<file path="src/hdl/pmsp_pkg.sv">
// Package for the PIM mode switch policy block.
// Holds sizes, action and register codes, and the controller/datapath structs.
// No dependencies.
package pmsp_pkg;

  localparam int NUM_BANKS = 16;
  localparam int BIDX_W = (NUM_BANKS > 1) ? $clog2(NUM_BANKS) : 1;
  localparam int BANK_W = 4;
  localparam int ROW_W = 16;
  localparam int CYC_W = 32;
  localparam int DIV_W = 40;
  localparam int DIV_CNT_W = $clog2(DIV_W + 1);

  localparam logic [1:0] ACT_UPDATE = 2'd0;
  localparam logic [1:0] ACT_BANK = 2'd1;
  localparam logic [1:0] ACT_PIM = 2'd2;

  localparam logic [1:0] REG_WRITE_QUEUE_ON = 2'd0;
  localparam logic [1:0] REG_DEFAULT_LATENCY = 2'd1;
  localparam logic [1:0] REG_MAX_SLOWDOWN = 2'd2;

  typedef struct packed {
    logic cap;
    logic bank_upd;
    logic pim_upd;
    logic set_len;
    logic set_prod;
    logic widx_inc;
    logic scan;
    logic go_pim;
    logic go_normal;
    logic div_start;
    logic div_sel;
    logic avg_dflt;
    logic avg_from_div;
    logic bud_write;
    logic out_load;
  } pmsp_cmd_t;

  typedef struct packed {
    logic [1:0] action;
    logic mode;
    logic over;
    logic pim;
    logic normal_waiting;
    logic cnt_zero;
    logic avg_zero;
    logic div_done;
    logic exceeded;
    logic last;
    logic out_free;
  } pmsp_sts_t;

endpackage

</file>
<file path="src/hdl/pmsp_div.sv">
// Iterative restoring divider, one quotient bit per cycle.
// Depends on pmsp_pkg for its widths.
module pmsp_div
  import pmsp_pkg::*;
(
  input  logic             clk,
  input  logic             rst,
  input  logic             start,
  input  logic [DIV_W-1:0] dividend,
  input  logic [31:0]      divisor,
  output logic [DIV_W-1:0] quot,
  output logic             done
);

  logic [31:0]          rem;
  logic [31:0]          dsr;
  logic [DIV_CNT_W-1:0] cnt;
  logic                 running;
  logic [32:0]          trial;
  logic                 fits;

  assign trial = {rem, quot[DIV_W-1]};
  assign fits = trial >= {1'b0, dsr};

  always_ff @(posedge clk) begin
    if (rst) begin
      running <= 1'b0;
      done <= 1'b0;
      cnt <= '0;
    end else begin
      done <= 1'b0;
      if (start) begin
        running <= 1'b1;
        cnt <= DIV_CNT_W'(DIV_W);
      end else if (running) begin
        cnt <= cnt - DIV_CNT_W'(1);
        if (cnt == DIV_CNT_W'(1)) begin
          running <= 1'b0;
          done <= 1'b1;
        end
      end
    end
  end

  always_ff @(posedge clk) begin
    if (start) begin
      rem <= '0;
      dsr <= divisor;
      quot <= dividend;
    end else if (running) begin
      rem <= fits ? 32'(trial - {1'b0, dsr}) : trial[31:0];
      quot <= {quot[DIV_W-2:0], fits};
    end
  end

endmodule

</file>
<file path="src/hdl/pmsp_dp.sv">
// Datapath of the PIM mode switch policy: per-bank statistics, batch state,
// budget arithmetic and the result register. Depends on pmsp_pkg and pmsp_div.
module pmsp_dp
  import pmsp_pkg::*;
(
  input  logic        clk,
  input  logic        rst,
  input  pmsp_cmd_t   cmd,
  output pmsp_sts_t   sts,
  input  logic [1:0]  in_action,
  input  logic [71:0] in_data,
  input  logic        write_queue_on,
  input  logic [7:0]  default_latency,
  input  logic [7:0]  max_slowdown,
  output logic        out_valid,
  input  logic        out_ready,
  output logic [7:0]  out_data
);

  // Captured item.
  logic [1:0]        act;
  logic [CYC_W-1:0]  cyc;
  logic              rd, wr, pim, gnt;
  logic [ROW_W-1:0]  frow, grow;
  logic [BANK_W-1:0] bnk;

  logic [31:0] req_count [NUM_BANKS];
  logic [31:0] req_budget [NUM_BANKS];
  logic [31:0] req_start [NUM_BANKS];
  logic [31:0] busy_time [NUM_BANKS];
  logic [ROW_W-1:0] last_row;
  logic [31:0] batch_start, batch_length;
  logic mode;
  logic [31:0] switch_to_normal, switch_to_pim;

  logic [BIDX_W-1:0] widx, ridx;
  logic              exc;
  logic [DIV_W-1:0]  prod;
  logic [31:0]       avg;
  logic              r_to_pim, r_to_normal;

  logic [31:0]      cur_cnt, cur_bud, cur_start, cur_busy;
  logic             bank_ok, cmp;
  logic [7:0]       factor;
  logic [DIV_W-1:0] dvd, quot;
  logic [31:0]      dsr;
  logic             div_done, sat;

  assign bank_ok = 32'(bnk) < 32'(NUM_BANKS);
  assign ridx = (act == ACT_BANK) ? BIDX_W'(bnk) : widx;
  assign cur_cnt = req_count[ridx];
  assign cur_bud = req_budget[ridx];
  assign cur_start = req_start[ridx];
  assign cur_busy = busy_time[ridx];
  assign cmp = cur_cnt > cur_bud;
  assign factor = (max_slowdown == 8'd0) ? 8'd0 : max_slowdown - 8'd1;
  assign dvd = cmd.div_sel ? prod : DIV_W'(cur_busy);
  assign dsr = cmd.div_sel ? avg : cur_cnt;
  assign sat = (avg == 32'd0) || (quot[DIV_W-1:32] != '0);

  pmsp_div u_div (
    .clk      (clk),
    .rst      (rst),
    .start    (cmd.div_start),
    .dividend (dvd),
    .divisor  (dsr),
    .quot     (quot),
    .done     (div_done)
  );

  always_comb begin
    sts.action = act;
    sts.mode = mode;
    sts.over = (batch_start != 32'd0) && (!pim || frow != last_row);
    sts.pim = pim;
    sts.normal_waiting = rd || (wr && write_queue_on);
    sts.cnt_zero = cur_cnt == 32'd0;
    sts.avg_zero = avg == 32'd0;
    sts.div_done = div_done;
    sts.exceeded = exc || cmp;
    sts.last = widx == BIDX_W'(NUM_BANKS - 1);
    sts.out_free = !out_valid || out_ready;
  end

  // Item capture and working registers.
  always_ff @(posedge clk) begin
    if (cmd.cap) begin
      act <= in_action;
      cyc <= in_data[31:0];
      rd <= in_data[32];
      wr <= in_data[33];
      pim <= in_data[34];
      frow <= in_data[50:35];
      bnk <= in_data[54:51];
      gnt <= in_data[55];
      grow <= in_data[71:56];
    end
    // The product needs the full 40 bits, so both operands are widened first.
    if (cmd.set_prod) prod <= DIV_W'(batch_length) * DIV_W'(factor);
    if (cmd.avg_dflt) avg <= 32'(default_latency);
    else if (cmd.avg_from_div) avg <= quot[31:0];
  end

  always_ff @(posedge clk) begin
    if (rst) begin
      for (int i = 0; i < NUM_BANKS; i++) begin
        req_count[i] <= '0;
        req_budget[i] <= '0;
        req_start[i] <= '0;
        busy_time[i] <= '0;
      end
      last_row <= '0;
      batch_start <= '0;
      batch_length <= '0;
      mode <= 1'b0;
      switch_to_normal <= '0;
      switch_to_pim <= '0;
      widx <= '0;
      exc <= 1'b0;
      r_to_pim <= 1'b0;
      r_to_normal <= 1'b0;
      out_valid <= 1'b0;
      out_data <= '0;
    end else begin
      if (cmd.cap) begin
        widx <= '0;
        exc <= 1'b0;
        r_to_pim <= 1'b0;
        r_to_normal <= 1'b0;
      end else if (cmd.widx_inc) begin
        widx <= widx + BIDX_W'(1);
      end
      if (cmd.scan && cmp) exc <= 1'b1;
      if (cmd.bank_upd && bank_ok) begin
        if (cur_start != 32'd0) begin
          busy_time[ridx] <= cur_busy + (cyc - cur_start);
          req_count[ridx] <= cur_cnt + 32'd1;
        end
        req_start[ridx] <= gnt ? cyc : 32'd0;
      end
      if (cmd.pim_upd && gnt) begin
        if (batch_start == 32'd0) batch_start <= cyc;
        last_row <= grow;
      end
      if (cmd.set_len) batch_length <= cyc - batch_start;
      if (cmd.bud_write) req_budget[widx] <= sat ? '1 : quot[31:0];
      if (cmd.go_pim) begin
        mode <= 1'b1;
        switch_to_pim <= switch_to_pim + 32'd1;
        r_to_pim <= 1'b1;
      end
      if (cmd.go_normal) begin
        for (int i = 0; i < NUM_BANKS; i++) begin
          req_count[i] <= '0;
          req_start[i] <= '0;
          busy_time[i] <= '0;
        end
        batch_start <= '0;
        mode <= 1'b0;
        switch_to_normal <= switch_to_normal + 32'd1;
        r_to_normal <= 1'b1;
      end
      if (cmd.out_load) begin
        out_valid <= 1'b1;
        out_data <= {5'd0, r_to_normal, r_to_pim, mode};
      end else if (out_ready) begin
        out_valid <= 1'b0;
      end
    end
  end

endmodule

</file>
<file path="src/hdl/pmsp_ctrl.sv">
// Controller state machine of the PIM mode switch policy.
// Sequences the datapath through commands; depends on pmsp_pkg.
module pmsp_ctrl
  import pmsp_pkg::*;
(
  input  logic      clk,
  input  logic      rst,
  input  logic      in_valid,
  output logic      in_ready,
  input  pmsp_sts_t sts,
  output pmsp_cmd_t cmd
);

  typedef enum logic [3:0] {
    IDLE, DECODE, PROD, BANK_CHK, DIV1, AVG, DIV2, BWRITE, SCAN, LEAVE, DONE
  } state_t;

  state_t state, state_next;

  assign in_ready = state == IDLE;

  always_comb begin
    cmd = '0;
    state_next = state;
    case (state)
      IDLE: begin
        if (in_valid) begin
          cmd.cap = 1'b1;
          state_next = DECODE;
        end
      end
      DECODE: begin
        state_next = DONE;
        case (sts.action)
          ACT_BANK: cmd.bank_upd = 1'b1;
          ACT_PIM:  cmd.pim_upd = 1'b1;
          ACT_UPDATE: begin
            if (sts.mode) begin
              if (sts.over) begin
                cmd.set_len = 1'b1;
                state_next = PROD;
              end else begin
                state_next = LEAVE;
              end
            end else if (sts.pim) begin
              state_next = SCAN;
            end
          end
          default: state_next = DONE;
        endcase
      end
      PROD: begin
        cmd.set_prod = 1'b1;
        state_next = BANK_CHK;
      end
      BANK_CHK: begin
        if (sts.cnt_zero) begin
          cmd.avg_dflt = 1'b1;
          state_next = AVG;
        end else begin
          cmd.div_start = 1'b1;
          state_next = DIV1;
        end
      end
      DIV1: begin
        if (sts.div_done) begin
          cmd.avg_from_div = 1'b1;
          state_next = AVG;
        end
      end
      AVG: begin
        if (sts.avg_zero) begin
          state_next = BWRITE;
        end else begin
          cmd.div_start = 1'b1;
          cmd.div_sel = 1'b1;
          state_next = DIV2;
        end
      end
      DIV2: begin
        if (sts.div_done) state_next = BWRITE;
      end
      BWRITE: begin
        cmd.bud_write = 1'b1;
        if (sts.last) begin
          state_next = LEAVE;
        end else begin
          cmd.widx_inc = 1'b1;
          state_next = BANK_CHK;
        end
      end
      SCAN: begin
        cmd.scan = 1'b1;
        if (sts.last) begin
          cmd.go_pim = sts.exceeded || !sts.normal_waiting;
          state_next = DONE;
        end else begin
          cmd.widx_inc = 1'b1;
        end
      end
      LEAVE: begin
        cmd.go_normal = sts.normal_waiting;
        state_next = DONE;
      end
      DONE: begin
        if (sts.out_free) begin
          cmd.out_load = 1'b1;
          state_next = IDLE;
        end
      end
      default: state_next = IDLE;
    endcase
  end

  always_ff @(posedge clk) begin
    if (rst) begin
      state <= IDLE;
    end else begin
      state <= state_next;
    end
  end

endmodule

</file>
<file path="src/hdl/pim_mode_switch_policy.sv">
// Top level of the PIM mode switch policy block.
// Depends on pmsp_pkg, pmsp_ctrl, pmsp_dp and pmsp_div.
//
// This block decides whether a memory controller serves processing-in-memory
// requests or normal reads and writes. Each input beat is one event, its kind
// given on s_tuser: a mode update, a bank schedule outcome or a PIM schedule
// outcome. Each input beat yields exactly one output beat carrying the mode
// after the event and whether the event switched mode. Bank and PIM outcomes
// and updates that only look at the mode go from decode straight to the
// done step; an update in PIM mode that closes no batch passes a leave step.
// An update in normal mode with PIM work waiting scans the bank counters one
// bank a cycle. An update that closes a PIM batch recomputes every bank's
// budget through one shared 40-step serial divider, used up to twice per
// bank: once for its measured average when it has requests, once to divide
// by that average when it is not zero. One item is in work at a time; the
// result sits in an output register, so the next item is accepted while the
// last result waits. Configuration registers sit at byte addresses 0, 4 and
// 8 and must be written only while the block is idle; the block itself does
// not enforce this.
module pim_mode_switch_policy
  import pmsp_pkg::*;
(
  input  logic        clk,
  input  logic        rst,
  input  logic        s_tvalid,
  output logic        s_tready,
  // Fields from bit 0: cycle[31:0], reads_pending, writes_pending, pim_pending,
  // pim_front_row[15:0], bank[3:0], granted, granted_row[15:0].
  input  logic [71:0] s_tdata,
  // Fields from bit 0: action[1:0].
  input  logic [1:0]  s_tuser,
  output logic        m_tvalid,
  input  logic        m_tready,
  // Fields from bit 0: mode, to_pim, to_normal, then zero padding.
  output logic [7:0]  m_tdata,
  input  logic        psel,
  input  logic        penable,
  input  logic        pwrite,
  input  logic [3:0]  paddr,
  input  logic [31:0] pwdata,
  output logic [31:0] prdata,
  output logic        pready
);

  pmsp_cmd_t cmd;
  pmsp_sts_t sts;

  logic       write_queue_on;
  logic [7:0] default_latency;
  logic [7:0] max_slowdown;
  logic [1:0] reg_idx;

  assign pready = 1'b1;
  assign reg_idx = paddr[3:2];

  // Register file; writes complete on the access cycle.
  always_ff @(posedge clk) begin
    if (rst) begin
      write_queue_on <= 1'b0;
      default_latency <= 8'd4;
      max_slowdown <= 8'd2;
    end else if (psel && penable && pwrite && paddr[1:0] == 2'd0) begin
      case (reg_idx)
        REG_WRITE_QUEUE_ON:  write_queue_on <= pwdata[0];
        REG_DEFAULT_LATENCY: default_latency <= pwdata[7:0];
        REG_MAX_SLOWDOWN:    max_slowdown <= pwdata[7:0];
        default: ;
      endcase
    end
  end

  always_comb begin
    case (reg_idx)
      REG_WRITE_QUEUE_ON:  prdata = 32'(write_queue_on);
      REG_DEFAULT_LATENCY: prdata = 32'(default_latency);
      REG_MAX_SLOWDOWN:    prdata = 32'(max_slowdown);
      default:             prdata = 32'd0;
    endcase
  end

  pmsp_ctrl u_ctrl (
    .clk      (clk),
    .rst      (rst),
    .in_valid (s_tvalid),
    .in_ready (s_tready),
    .sts      (sts),
    .cmd      (cmd)
  );

  pmsp_dp u_dp (
    .clk             (clk),
    .rst             (rst),
    .cmd             (cmd),
    .sts             (sts),
    .in_action       (s_tuser),
    .in_data         (s_tdata),
    .write_queue_on  (write_queue_on),
    .default_latency (default_latency),
    .max_slowdown    (max_slowdown),
    .out_valid       (m_tvalid),
    .out_ready       (m_tready),
    .out_data        (m_tdata)
  );

endmodule

</file>
<file path="config.mk">
export PLATFORM = sky130hd
export DESIGN_NAME = pim_mode_switch_policy
export DESIGN_NICKNAME = d
export VERILOG_FILES = /design/src/hdl/pmsp_pkg.sv /design/src/hdl/pmsp_div.sv /design/src/hdl/pmsp_dp.sv /design/src/hdl/pmsp_ctrl.sv /design/src/hdl/pim_mode_switch_policy.sv
export SDC_FILE = /design/constraint.sdc
export NUM_CORES = 2
export LEC_CHECK = 0
export BUFFER_PORTS_ARGS = -buffer_cell sky130_fd_sc_hd__buf_2
export CELL_PAD_IN_SITES_DETAIL_PLACEMENT = 1
export CELL_PAD_IN_SITES_GLOBAL_PLACEMENT = 1
export CORE_MARGIN = 5
export CORE_UTILIZATION = 35
export CTS_CLUSTER_DIAMETER = 200
export DETAILED_ROUTE_END_ITERATION = 10
export GPL_ROUTABILITY_DRIVEN = 1
export GPL_TIMING_DRIVEN = 0
export PLACE_DENSITY = 0.6
export SYNTH_ARGS = -nofsm -noshare
export SYNTH_HDL_FRONTEND = slang
export SYNTH_SLANG_ARGS = --single-unit
</file>
<file path="constraint.sdc">
create_clock -name clk -period 9.74 [get_ports clk]
set_input_delay 0.487 -clock clk [delete_from_list [all_inputs] [get_ports clk]]
set_output_delay 0.487 -clock clk [all_outputs]
set_load 0.01 [all_outputs]
</file>
== Word level (Yosys, flattened, before mapping) ==
Memory sizes are Yosys's and may differ from the RTL's.
Cells that the tools add are included.

* Output and inout bits: 43
* Memories: 4
* Logic and storage cells: 303
* Input port bits: 117
* Memory bits (writable): 2048
* Flip-flop bits (word level): 371

{| class="wikitable"
|+ Memory list
! name !! words !! bits a word !! rd ports !! clocked after memory_dff !! wr ports !! RTL line !! source
|-
| u_dp.busy_time || 16 || 32 || 1 || 0 || 16 || pmsp_dp.sv:30 || <nowiki>logic [31:0] busy_time [NUM_BANKS];</nowiki>
|-
| u_dp.req_budget || 16 || 32 || 1 || 0 || 16 || pmsp_dp.sv:28 || <nowiki>logic [31:0] req_budget [NUM_BANKS];</nowiki>
|-
| u_dp.req_count || 16 || 32 || 1 || 0 || 16 || pmsp_dp.sv:27 || <nowiki>logic [31:0] req_count [NUM_BANKS];</nowiki>
|-
| u_dp.req_start || 16 || 32 || 1 || 0 || 16 || pmsp_dp.sv:29 || <nowiki>logic [31:0] req_start [NUM_BANKS];</nowiki>
|}

* $mul: 1
* $add $sub $neg: 8
* Bitwise logic cells: 49
* Reduce and logical (&&, ||, !) cells: 47
* Magnitude comparators: 2
* Equal/unequal tests: 22
* Muxes and demuxes: 137

{| class="wikitable"
|+ Operators with widths
! cell !! number
|-
| $mux 32 || 56
|-
| $reduce_or 32->1 || 4
|-
| $mux 40 || 3
|-
| $logic_not 32->1 || 3
|-
| $sub 32x32->32 || 3
|-
| $reduce_bool 32->1 || 2
|-
| $mux 4 || 14
|-
| $mux 1 || 52
|-
| $or 1x1->1 || 48
|-
| $pmux 4 s11 || 1
|-
| $mul 32x8->40 || 1
|-
| $ge 33x32->1 || 1
|-
| $add 32x1->32 const B || 1
|-
| $add 32x32->32 || 1
|-
| $gt 32x32->1 || 1
|-
| $mux 8 || 3
|-
| $pmux 8 s3 || 1
|-
| $eq 4x3->1 const B || 4
|-
| $eq 4x4->1 const B || 4
|-
| $ne 16x16->1 || 1
|-
| $mux 6 || 2
|-
| $reduce_bool 2->1 || 6
|-
| $eq 4x2->1 const B || 2
|-
| $logic_not 8->1 || 1
|-
| 23 further kinds || 51
|}

== Depth between registers and ports, before layout ==
* Depth after elaboration: 12
* Gate-level depth with buffers: 32
* Mapped depth without buffers: 24

== Hierarchy ==
A second synthesis with hierarchy kept.

* Cells, all modules: 9530
* Area total of the unflattened synthesis: 118526.2 um^2

{| class="wikitable"
|+ By module, submodules not included
! module !! seq. area each (um^2) !! area an instance (um^2) !! times used !! cells an instance
|-
| pmsp_dp || 67484.7 || 110574.8 || 1 || 8762
|-
| pmsp_div || 2962.8 || 6349.8 || 1 || 587
|-
| pim_mode_switch_policy || 340.3 || 1046.0 || 1 || 113
|-
| pmsp_ctrl || 80.1 || 555.5 || 1 || 68
|}

== Least setup slack after synthesis ==
No wires, ideal clock.

* Path kind: reg-to-reg
* Start point: register u_dp.act[0]
* End point: memory u_dp.busy_time[10][28], data pin
* Cell stages (with the launch flop): 33
* Path buffers: 13
* Setup time: 0.265 ns
* Period minus slack after synthesis: 7.078 ns
* Data arrival time: 6.813 ns
* Setup slack: 2.662 ns
* Data required time: 9.475 ns
* Path through: edfxtp_1 nor2b_4 buf_6 o21ai_4 buf_6 buf_6 buf_6 buf_8 buf_6 buf_4 buf_4 buf_2 buf_2 buf_2 clkbuf_1 nand2_1 nand3_1 nand3_1 a31o_2 fa_1 inv_1 ha_1 nor2b_1 o31a_1 o31a_1 a2111o_1 o21ai_0 a31o_2 o21ai_0 o22ai_1 xor2_1 clkbuf_1 nor2_1

{| class="wikitable"
|+ RTL lines
! item !! RTL line !! source
|-
| from (decl) || pmsp_dp.sv:21 || <nowiki>logic [1:0] act;</nowiki>
|-
| from (signal assigned) || pmsp_dp.sv:88 || <nowiki>act <= in_action;</nowiki>
|-
| to (decl) || pmsp_dp.sv:30 ||
|}

==> run metrics <==
Die W just under 600 µm; synthesized area 119000 µm²; IO Pins 160; total grt overflow 0; clock root buffer clkbuf_16; Setup crit end kind flip-flop; failing checks max-capacitance violations, max-slew violations; CTS sink cnt about 2.4k; Hold EP write_queue_on; Mapped Cells roughly 11k; Post-route DRC 0; ys flop type edfxtp_1; Max-Cap Viols 8; fraction of layout cells with a size suffix above 1 10.2%; largest net degree at the start of global routing 73; Layout area overhead 14.6%; Die ar. 353000 µm²; WL final just under 500 mm; Total GRT Usage between 20% and 30%; initial antenna violation count 24; dpl hpwl roughly 360 mm; port bufs between 100 and 150; vias in the first global route roughly 93k; status finished with violations; VDD IR max between 400 and 500 µV; PD cells around 290 nW/µm²; WL/cell around 31 µm; Final Max Tran Viols 48; Crit Path Class reg -> reg; crit path time final between 9 and 10 ns; fin cells around 16k; post-route cell area 137000 µm²; RR Startpoint u_dp.bnk[1]; Inserted Clock Buffers roughly 280; first-pass GRT wire length 691 mm; flops & latches, synth 2419; dpl cells 15.5k; unrepaired setup endpoints after global routing no; TritonCTS clock tree done; Synth area leader edfxtp_1; core box area ~340000 µm²; Critical Path AT 10.17 ns; Largest stage delay, worst path 0.75 ns; post-synth cell types 98; YS warnings 0; Final ANT Viol Nets 0; CTS clk-pin slew, worst paths ~0.060 ns; initial DRC count between 9k and 10k; Synth area leaders edfxtp_1 (56%), nor2_1 (7.3%), nand2_1 (5.0%), fa_1 (3.6%), dfxtp_1 (3.0%); slowest CP cell buf_2; row count 214; chip height roughly 590 µm; Register-to-Register Path Depth 28; Hold/Removal Path Class in -> reg; Clk Latency, worst-skew pair between 0.9 and 1 ns; sequential-to-total area share from yosys stat between 50 and 60%; Synth top area share 56.4%; first drt pass iteration count 7; Final Wtd Congestion ~0.94; asr flop ratio synth 0%; Worst Tran Pin Value around 1.7 ns; achievable frequency roughly 100 MHz; vias per cell 5.63; final clock skew about 0.083 ns; P_leak 51.0 nW; deepest clock path buffer count 4; relative slew slack -14.4%; worst r2r dst u_dp.busy_time[5][30]; Setup violations, final 0; EDFF count, synth 2242; nets about 12k; Initial Utilization between 30% and 40%; # fillers 36.9k; WP data required just over 10 ns; placed cell areas between 100000 and 150000 µm²; Crit Path Max Fanout 19; Fin. Hold Viols 0; Vias about 90k; syn avg cell area 11.1 µm²; Hold Path Stages 4; H-tree levels 5; R2R Setup Slk between 0.15 and 0.2 ns; Final Power 0.0392 W; worst hold start paddr[2]; fin crit share ~98%; startpoint class of the critical path flip-flop
## logic make-up after synthesis
| group | after synthesis | share of synthesized area (%) |
|---|---|---|
| AO/OA/AOI/OAI | 1023 | 6.23 |
| XOR/XNOR | 160 | 1.17 |
| adder cells (fa/ha/maj) | 410 | 5.64 |
| buffers and inverters | 1232 | 4.63 |
| flip-flops | 2419 | 59.4 |
| multiplexers | 350 | 4.57 |
| other | 2 | 0.00629 |
| AND/OR/NAND/NOR | 5176 | 18.4 |
## how the worst max path moves through the flow
| stage | startpoint | endpoint | slack (ns) | cells past startpoint |
|---|---|---|---|---|
| floorplan | u_dp.act[0] | u_dp.busy_time[10][28] | 2.66 | 32 |
| global placement | u_dp.act[0] | u_dp.busy_time[2][27] | -2.52 | 26 |
| detailed placement | u_dp.act[0] | u_dp.busy_time[7][27] | -2.68 | 26 |
| CTS | u_dp.act[0] | u_dp.busy_time[4][30] | 0.03 | 33 |
| global route | u_dp.act[0] | u_dp.busy_time[4][30] | 0.01 | 31 |
| finish | u_dp.bnk[1] | u_dp.busy_time[5][30] | 0.18 | 28 |
## metrics by stage
| stage | TNS (ns) | hold WS, ns | utilization (%) | setup WS (ns) |
|---|---|---|---|---|
| 3_5_place_dp | -592.64 | 0.462 | 37.4 | -2.68 |
| 5_1_grt | 0 | 0.110 | 40.3 | 0.0104 |
| 2_1_floorplan | 0 | 0.436 | - | 2.66 |
| 6_report | 0 | 0.131 | 40.3 | 0.181 |
| 4_1_cts | 0 | 0.0792 | 40.2 | 0.0280 |
| 3_3_place_gp | -1642.70 | 0.446 | 37.0 | -2.52 |
## layout by cell type (no fill, tap or decap), types with 128 or more instances in the layout
cell and n:
nand3_1 572, buf_2 187, nor2_1 2334, ha_1 197, a21oi_1 245, a311oi_1 128
clkbuf_1 553, mux2i_1 180, edfxtp_1 2242, and2_1 186, mux4_2 155, fa_1 213
dfxtp_1 176, inv_1 419, nand2_1 1550, clkbuf_16 285
## sequential cells by signal (all words and copies together), names as in the netlist, 40 cells and up
signal	count
u_dp.req_budget	512
u_dp.busy_time	512
u_dp.req_start	512
u_dp.prod	40
u_dp.req_count	512
u_dp.u_div.quot	40
## final cells by class
type | instances | area [µm²] | area share (%)
Antenna cell | 14 | 35.0 | 0.0256
Buffer | 805 | 4020 | 2.93
Clock buffer | 353 | 7460 | 5.45
Clock inverter | 134 | 997 | 0.729
Inverter | 423 | 1590 | 1.16
Multi-Input combinational cell | 7149 | 43600 | 31.8
Sequential cell | 2419 | 70900 | 51.8
Tap cell | 4536 | 5680 | 4.15
Timing Repair Buffer | 254 | 2670 | 1.95
## routing by layer
layer	share of wire [%]	track usage (%)	vias up
met4	5.4	12.4	14
met2	46	44.1	3937
met3	8.3	5.39	907
met5	0.019	0	-
li1	-	-	38700
met1	40	35.0	47000
## worst max-delay path, delay by kind of cell (launching register included)
family	cells	cell delay [ns]
AO/OA/AOI/OAI	8	2.30
flip-flops	1	0.32
multiplexers	2	0.65
adder cells (fa/ha/maj)	2	0.44
AND/OR/NAND/NOR	4	1.34
buffers and inverters	12	4.09
## cells in the mapped netlist (17+ instances only)
cell type  instances
a31o_2            66
buf_1             69
nand2b_1          27
nor4_1            44
fa_1             213
and3_1            85
o21ai_0           78
and2_1           187
a211oi_2          20
a31oi_1           27
a211oi_1          74
o21a_1            28
nand2_1         1596
mux2i_1          182
xnor2_1          101
mux4_2           155
nor2_1          2336
a221o_1           28
a311oi_1         129
buf_6             66
o211ai_1          20
xor2_1            59
a21oi_1          245
inv_1            420
clkbuf_1         521
nor3_1           113
ha_1             197
a2111oi_0         19
dfxtp_1          177
o22ai_1           54
nand3_1          572
nand4_1           74
a22o_1            25
edfxtp_1        2242
a22oi_1           17
buf_2             85
buf_4             62
nor2b_1           66
a21o_1            64
## repair_timing
action                                  CTS  global route
gates resized for setup                  66            25
hold endpoints to repair                 88             0
pin swaps                                 3             2
hold buffers                             82             0
endpoints found under the setup margin  450           139
buffers inserted                          8             3
cloned                                    0             0
## power by group
part	switching [W]	internal, W	total (W)
combinational	0.0120	0.00438	0.0164
sequential	0.000482	0.0122	0.0127
clock	0.00444	0.00571	0.0101
Note: power is estimated with default switching activity, not from simulation.
